==> src/rtl/core/fk_to_fv_spectrum_resampler_defines.svh <==
// Assertion macros shared by the resampler RTL.
// Define ASSERT_OFF to compile the checks out; needs clk_i and rst_ni in scope.
`ifndef FK_TO_FV_SPECTRUM_RESAMPLER_DEFINES_SVH
`define FK_TO_FV_SPECTRUM_RESAMPLER_DEFINES_SVH
`ifndef ASSERT_OFF
`define FKFV_ASSERT(name, prop) \
  name: assert property (@(posedge clk_i) disable iff (!rst_ni) (prop)) \
    else $error("fkfv check failed");
`define FKFV_ASSERT_ALWAYS(name, prop) \
  name: assert property (@(posedge clk_i) (prop)) \
    else $error("fkfv check failed");
`else
`define FKFV_ASSERT(name, prop)
`define FKFV_ASSERT_ALWAYS(name, prop)
`endif
`endif

==> src/rtl/core/fkfv_pkg.sv <==
// Shared types, field widths and register codes of the fk-to-fv resampler.
// No dependencies; imported by the interfaces, the divider, the resampler and the testbench.
`timescale 1ns / 1ps
package fkfv_pkg;

  localparam int K_DEPTH_DEF     = 256;
  localparam int F_DEPTH_DEF     = 256;
  localparam int SAMPLE_BITS_DEF = 24;

  localparam int KIDX_W  = 8;
  localparam int FIDX_W  = 8;
  localparam int VIDX_W  = 11;
  localparam int KCNT_W  = 9;
  localparam int KCTR_W  = 25;
  localparam int SLOPE_W = 32;
  localparam int VHALF_W = 10;

  localparam int CFG_IDX_W  = 2;
  localparam int CFG_DATA_W = 32;

  localparam int FRAC_W = 16;
  localparam int RF_W   = SLOPE_W + FIDX_W;  // slope_ratio * f
  localparam int AJ_W   = VIDX_W;            // |v - velocity_half|
  localparam int AJK_W  = AJ_W + KCTR_W;     // |j| * k_center
  localparam int QUO_W  = KCTR_W;            // quotient inside the cone never exceeds k_center
  localparam int WGT_W  = FRAC_W + 1;        // Q1.16 weight incl. 1.0

  localparam logic [WGT_W-1:0] WGT_ONE = WGT_W'(1) << FRAC_W;
  localparam int ROUND_HALF = 1 << (FRAC_W - 1);

  localparam logic [KCNT_W-1:0]  K_COUNT_RST       = KCNT_W'(256);
  localparam logic [KCTR_W-1:0]  K_CENTER_RST      = KCTR_W'(8388608);
  localparam logic [SLOPE_W-1:0] SLOPE_RATIO_RST   = SLOPE_W'(65536);
  localparam logic [VHALF_W-1:0] VELOCITY_HALF_RST = VHALF_W'(100);

  typedef enum logic {
    OP_WRITE = 1'b0,
    OP_QUERY = 1'b1
  } opcode_e;

  typedef enum logic [CFG_IDX_W-1:0] {
    CFG_K_COUNT       = 2'd0,
    CFG_K_CENTER      = 2'd1,
    CFG_SLOPE_RATIO   = 2'd2,
    CFG_VELOCITY_HALF = 2'd3
  } cfg_idx_e;

endpackage

==> src/rtl/core/fkfv_div.sv <==
// Pipelined restoring divider, one quotient bit per stage, with a side tag.
// Depends on fkfv_pkg for default widths.
`timescale 1ns / 1ps
module fkfv_div import fkfv_pkg::*; #(
  parameter int NW = RF_W,
  parameter int DW = AJ_W,
  parameter int QW = QUO_W,
  parameter int TW = 1
) (
  input  logic          clk_i,
  input  logic          rst_ni,
  input  logic          en_i,
  input  logic          valid_i,
  input  logic [NW-1:0] num_i,
  input  logic [DW-1:0] den_i,
  input  logic [TW-1:0] tag_i,
  output logic          valid_o,
  output logic [QW-1:0] quot_o,
  output logic [TW-1:0] tag_o
);

  logic          vld_q  [QW];
  logic [NW-1:0] rem_q  [QW];
  logic [DW-1:0] den_q  [QW];
  logic [QW-1:0] quot_q [QW];
  logic [TW-1:0] tag_q  [QW];

  for (genvar s = 0; s < QW; s++) begin : g_stage
    localparam int Bit = QW - 1 - s;
    logic          vld_in;
    logic [NW-1:0] rem_in;
    logic [DW-1:0] den_in;
    logic [QW-1:0] quot_in;
    logic [TW-1:0] tag_in;
    logic [NW-1:0] dsh;
    logic          take;

    if (s == 0) begin : g_first
      assign vld_in  = valid_i;
      assign rem_in  = num_i;
      assign den_in  = den_i;
      assign quot_in = '0;
      assign tag_in  = tag_i;
    end else begin : g_next
      assign vld_in  = vld_q[s-1];
      assign rem_in  = rem_q[s-1];
      assign den_in  = den_q[s-1];
      assign quot_in = quot_q[s-1];
      assign tag_in  = tag_q[s-1];
    end

    assign dsh  = NW'(den_in) << Bit;
    assign take = (rem_in >= dsh);

    always_ff @(posedge clk_i or negedge rst_ni) begin
      if (!rst_ni) begin
        vld_q[s] <= 1'b0;
      end else if (en_i) begin
        vld_q[s] <= vld_in;
      end
    end

    always_ff @(posedge clk_i) begin
      if (en_i) begin
        rem_q[s]  <= take ? (rem_in - dsh) : rem_in;
        den_q[s]  <= den_in;
        quot_q[s] <= quot_in | (QW'(take) << Bit);
        tag_q[s]  <= tag_in;
      end
    end
  end

  assign valid_o = vld_q[QW-1];
  assign quot_o  = quot_q[QW-1];
  assign tag_o   = tag_q[QW-1];

endmodule

==> config.mk <==
export PLATFORM = sky130hd
export DESIGN_NAME = fkfv_div
export DESIGN_NICKNAME = d
export VERILOG_FILES = /design/src/rtl/core/fk_to_fv_spectrum_resampler_defines.svh /design/src/rtl/core/fkfv_pkg.sv /design/src/rtl/core/fkfv_div.sv
export SDC_FILE = /design/constraint.sdc
export NUM_CORES = 2
export LEC_CHECK = 0
export BUFFER_PORTS_ARGS = -buffer_cell sky130_fd_sc_hd__buf_2
export CORE_UTILIZATION = 25
export DETAILED_ROUTE_END_ITERATION = 16
export GPL_TIMING_DRIVEN = 0
export PLACE_DENSITY_LB_ADDON = 0.08
export SETUP_SLACK_MARGIN = 0.3
export SLEW_MARGIN = 25
export SYNTH_ARGS = -nofsm -noshare
export SYNTH_HDL_FRONTEND = slang
export SYNTH_SLANG_ARGS = --single-unit
==> constraint.sdc <==
create_clock -name clk_i -period 4.99 [get_ports clk_i]
set_clock_uncertainty 0.15 [all_clocks]
set_input_delay 1.497 -clock clk_i [delete_from_list [all_inputs] [get_ports clk_i]]
set_output_delay 1.497 -clock clk_i [all_outputs]
set_load 0.1 [all_outputs]
==> results.ini <==
[outcome]
status=complete, no violations

[floorplan]
design.core.area_sq_mm=0.291
die_footprint_sq_mm=0.294
boundaryPins=83
start_util_pct=25.1
die_height_um=543
chipWidth_um=543
fp_rows=198

[timing]
maxSlewHeadroom_pct=28.4
final_max_slew_viol_count=0
worst_pin_slew_ps=1060
finalHoldViolCount=0
rsz_0062_raised_after_global_routing=no
final.period_utilization_pct=90.4
fmax_mhz=222
holdWs_ps=256
min_period_ps=4510
timing.final.setup_violations=0
setup-tns-final_ps=0

[drt]
detailroute.wirelength.met3_mm=7.72
detail_route.iter0.violations=2777
dr.pass1.iters=7
num_vias=43242
wire_length_reported_by_the_detailed_router_mm=187
route.top_layer_used=met4
detail_route.vias_per_cell=4.41
routed_wl_met2_mm=87.7
detail-route-antenna-nets=0
drt-wirelength-per-cell_um=19.1
drt-met1-wl_mm=87.0
drt_drc_violations_left=0

[grt]
first_global_vias=43229
grt_pass1_wl_mm=281
globalRouteTotalUtil_pct=12.6
antenna_found_initial=8
grt-ovfl-total=0
grt_max_degree=129

[worst_hold_path]
hp-start=quot_q[0][171]
worstHoldPathCells=0
destination_of_the_worst_hold_path=quot_q[0][196]
timing.hold.worst.class=flip-flop to flip-flop

[worst_setup_path]
timing.critical_path.cells=ha_1, nor4b_1, nand4_1, or4_1, o211a_1, o31ai_4, buf_1, nand4b_1, xnor2_1
reg2reg_from=den_q[0][0]
crit_path_capture_type=flip-flop
critical_path_peak_fanout=10
crit-reg2reg-capture=rem_q[0][79]
regToRegSetupSlack_ps=480
slowest_delay_ps=580
critical_path.startpoint_type=flip-flop
ff2ff_path_depth=9
data_arrival_time_at_the_worst_slack_endpoint_ps=4940
critical_path_required_ps=5420
critical_path_class=flip-flop to flip-flop
crit_path_top_delay_cell=sky130_fd_sc_hd__or4_1

[cells_and_area]
synthToLayoutAreaGrowth_pct=16.5
post_route_cell_area_sq_mm=0.0851
layout-drive-gt1-share_pct=8.85
seq_area_sq_mm=0.0479
nets=6093
postLayoutCoreUtil_pct=29.3
fillCellCount=29516
multi_input_gate_area_sq_mm=0.0235

[synthesis]
synth_seq_area_share_pct=65.6
yosys_warnings=0
synthFlopType=sky130_fd_sc_hd__edfxtp_1
synthesized_netlist_cell_count=5444
yosysUniqueCellTypes=90
synth_edf_count=1574
mappedNetlistArea_sq_mm=0.0730
synth_fp_nets=5799
synth_area_per_cell_sq_um=13.4
asyncSetResetFlopFracSynth_pct=1.56
synth-seq-cells=1599

[placement]
portbufs=82
placedInstanceArea_sq_mm=0.0788
gp_congestion=0.795
hpwl_mm=138

[clock_tree]
htree_num_levels=4
clk_path_buf_depth=4
cts_setup_buffers=0
clk_pin_slew_ps=60
clock_latency_of_the_later_clocked_register_in_the_worst_skew_pair_ps=890
tritoncts_num_sinks=1599
tritoncts_clock_tree=built
cts_root_buffer=sky130_fd_sc_hd__clkbuf_16
cts.hold.buffers_added=0
tritoncts.num_buffers=195

[power_and_ir_drop]
vdd_ir_drop_max_mv=0.274
power-per-cell-area_mw_per_mm2=487
report.power.total_mw=41.4
leakagePower_nw=29.9

[flow_run]
maxCapViolations=0

-- metal layers --
metal	global-route usage, %	up-vias
met5	0	-
met4	3.77	0
met3	1.91	260
met2	20.7	744
met1	16.9	21135
li1	-	21103
-- placed cells by master, fill, tap and decap left out, drive strengths merged, types with 28 or more instances in the layout --
master     n
a21oi    263
ha       275
nand2b    72
o31ai     46
clkinv    86
o21ai    196
or4       59
edfxtp  1574
xor2     282
xnor2    260
buf      117
mux2      69
nand3     86
a211oi    42
or3       69
nor2b     45
clkbuf   303
nor4     172
nand4     77
a21o      65
nand2    283
nor4b     30
nor3     191
o21a      52
nor2     393
inv      376
or2       28
-- cell usage after synthesis (all sizes together), types with 69 or more instances --
cell type	count	share of area, %
a21oi	263	1.8
edfxtp	1574	65
ha	275	4.7
inv	369	1.9
mux2	69	1.1
nand2	283	1.5
nand2b	72	0.62
nand3	86	0.59
nand4	77	0.66
nor2	393	2.0
nor3	191	1.3
nor4	172	1.5
o21ai	196	1.3
or3	69	0.60
xnor2	260	3.1
xor2	282	3.4
-- repair_timing --
item | in CTS | in global routing
pin swaps | 0 | 0
endpoints found under the setup margin | 1 | 3
resized for setup | 1 | 2
-- cells by family (layout without fill, tap and decap cells) --
group / after synthesis / after routing / synth area share [%]
and+or+nand+nor: 1651 / 1651 / 12.0
buffers and inverters: 459 / 910 / 2.40
adders and majority gates: 299 / 299 / 5.37
muxes: 76 / 76 / 1.16
AOI/OAI and AO/OA: 818 / 818 / 7.03
DFF: 1599 / 1599 / 65.6
xor gates and xnor gates: 542 / 542 / 6.50
other: 0 / 2 / 0
-- flip-flops by register name, indices dropped and copies added, names as in the netlist --
register and count:
g_stage.vld_in 24, valid_o 1, den_q 264, rem_q 960
quot_q 325, tag_q 25
-- worst max-delay path, delay by kind of cell, from the launching register on --
family | cells | cell delay (ps)
XOR/XNOR | 1 | 190
buffers and inverters | 1 | 550
flip-flops | 1 | 520
AND/OR/NAND/NOR | 4 | 1760
adder cells (fa/ha/maj) | 1 | 410
AO/OA/AOI/OAI | 2 | 670
-- stage by stage --
stage | worst slack (ps) | cells
6_report | 478 | 9797
5_1_grt | 301 | 9796
4_1_cts | 487 | 9794
3_5_place_dp | -169 | 9440
3_3_place_gp | -24670 | 9426
2_1_floorplan | 929 | 5444
-- area by class of cell --
class,instances,share of cell area [%]
inverter,371,1.64
sequential,1599,56.3
tap,3900,5.73
multi-input combinational,3386,27.6
antenna,2,0.00588
buffer,88,0.425
clock inverter,119,1.45
clock buffer,235,5.98
timing repair buffer,97,0.958
-- power by group --
part | internal (mW) | leakage (nW) | switching, mW | total, mW
Combinational | 3.44 | 11.4 | 4.99 | 8.43
Clock | 8.27 | 3.07 | 5.81 | 14.1
Sequential | 17.3 | 15.4 | 1.60 | 18.9
Total | 29.0 | 29.9 | 12.4 | 41.4
-- worst max-delay path by stage --
stage	from	endpoint	slack, ps
floorplan	num_i[24]	rem_q[0][29]	930
global placement	en_i	g_stage[23].vld_in	-24670
detailed placement	en_i	g_stage[2].vld_in	-170
CTS	den_q[0][0]	rem_q[0][79]	490
global route	den_q[0][0]	rem_q[0][79]	300
finish	den_q[0][0]	rem_q[0][79]	480
Power figures use the tool's default switching activity.
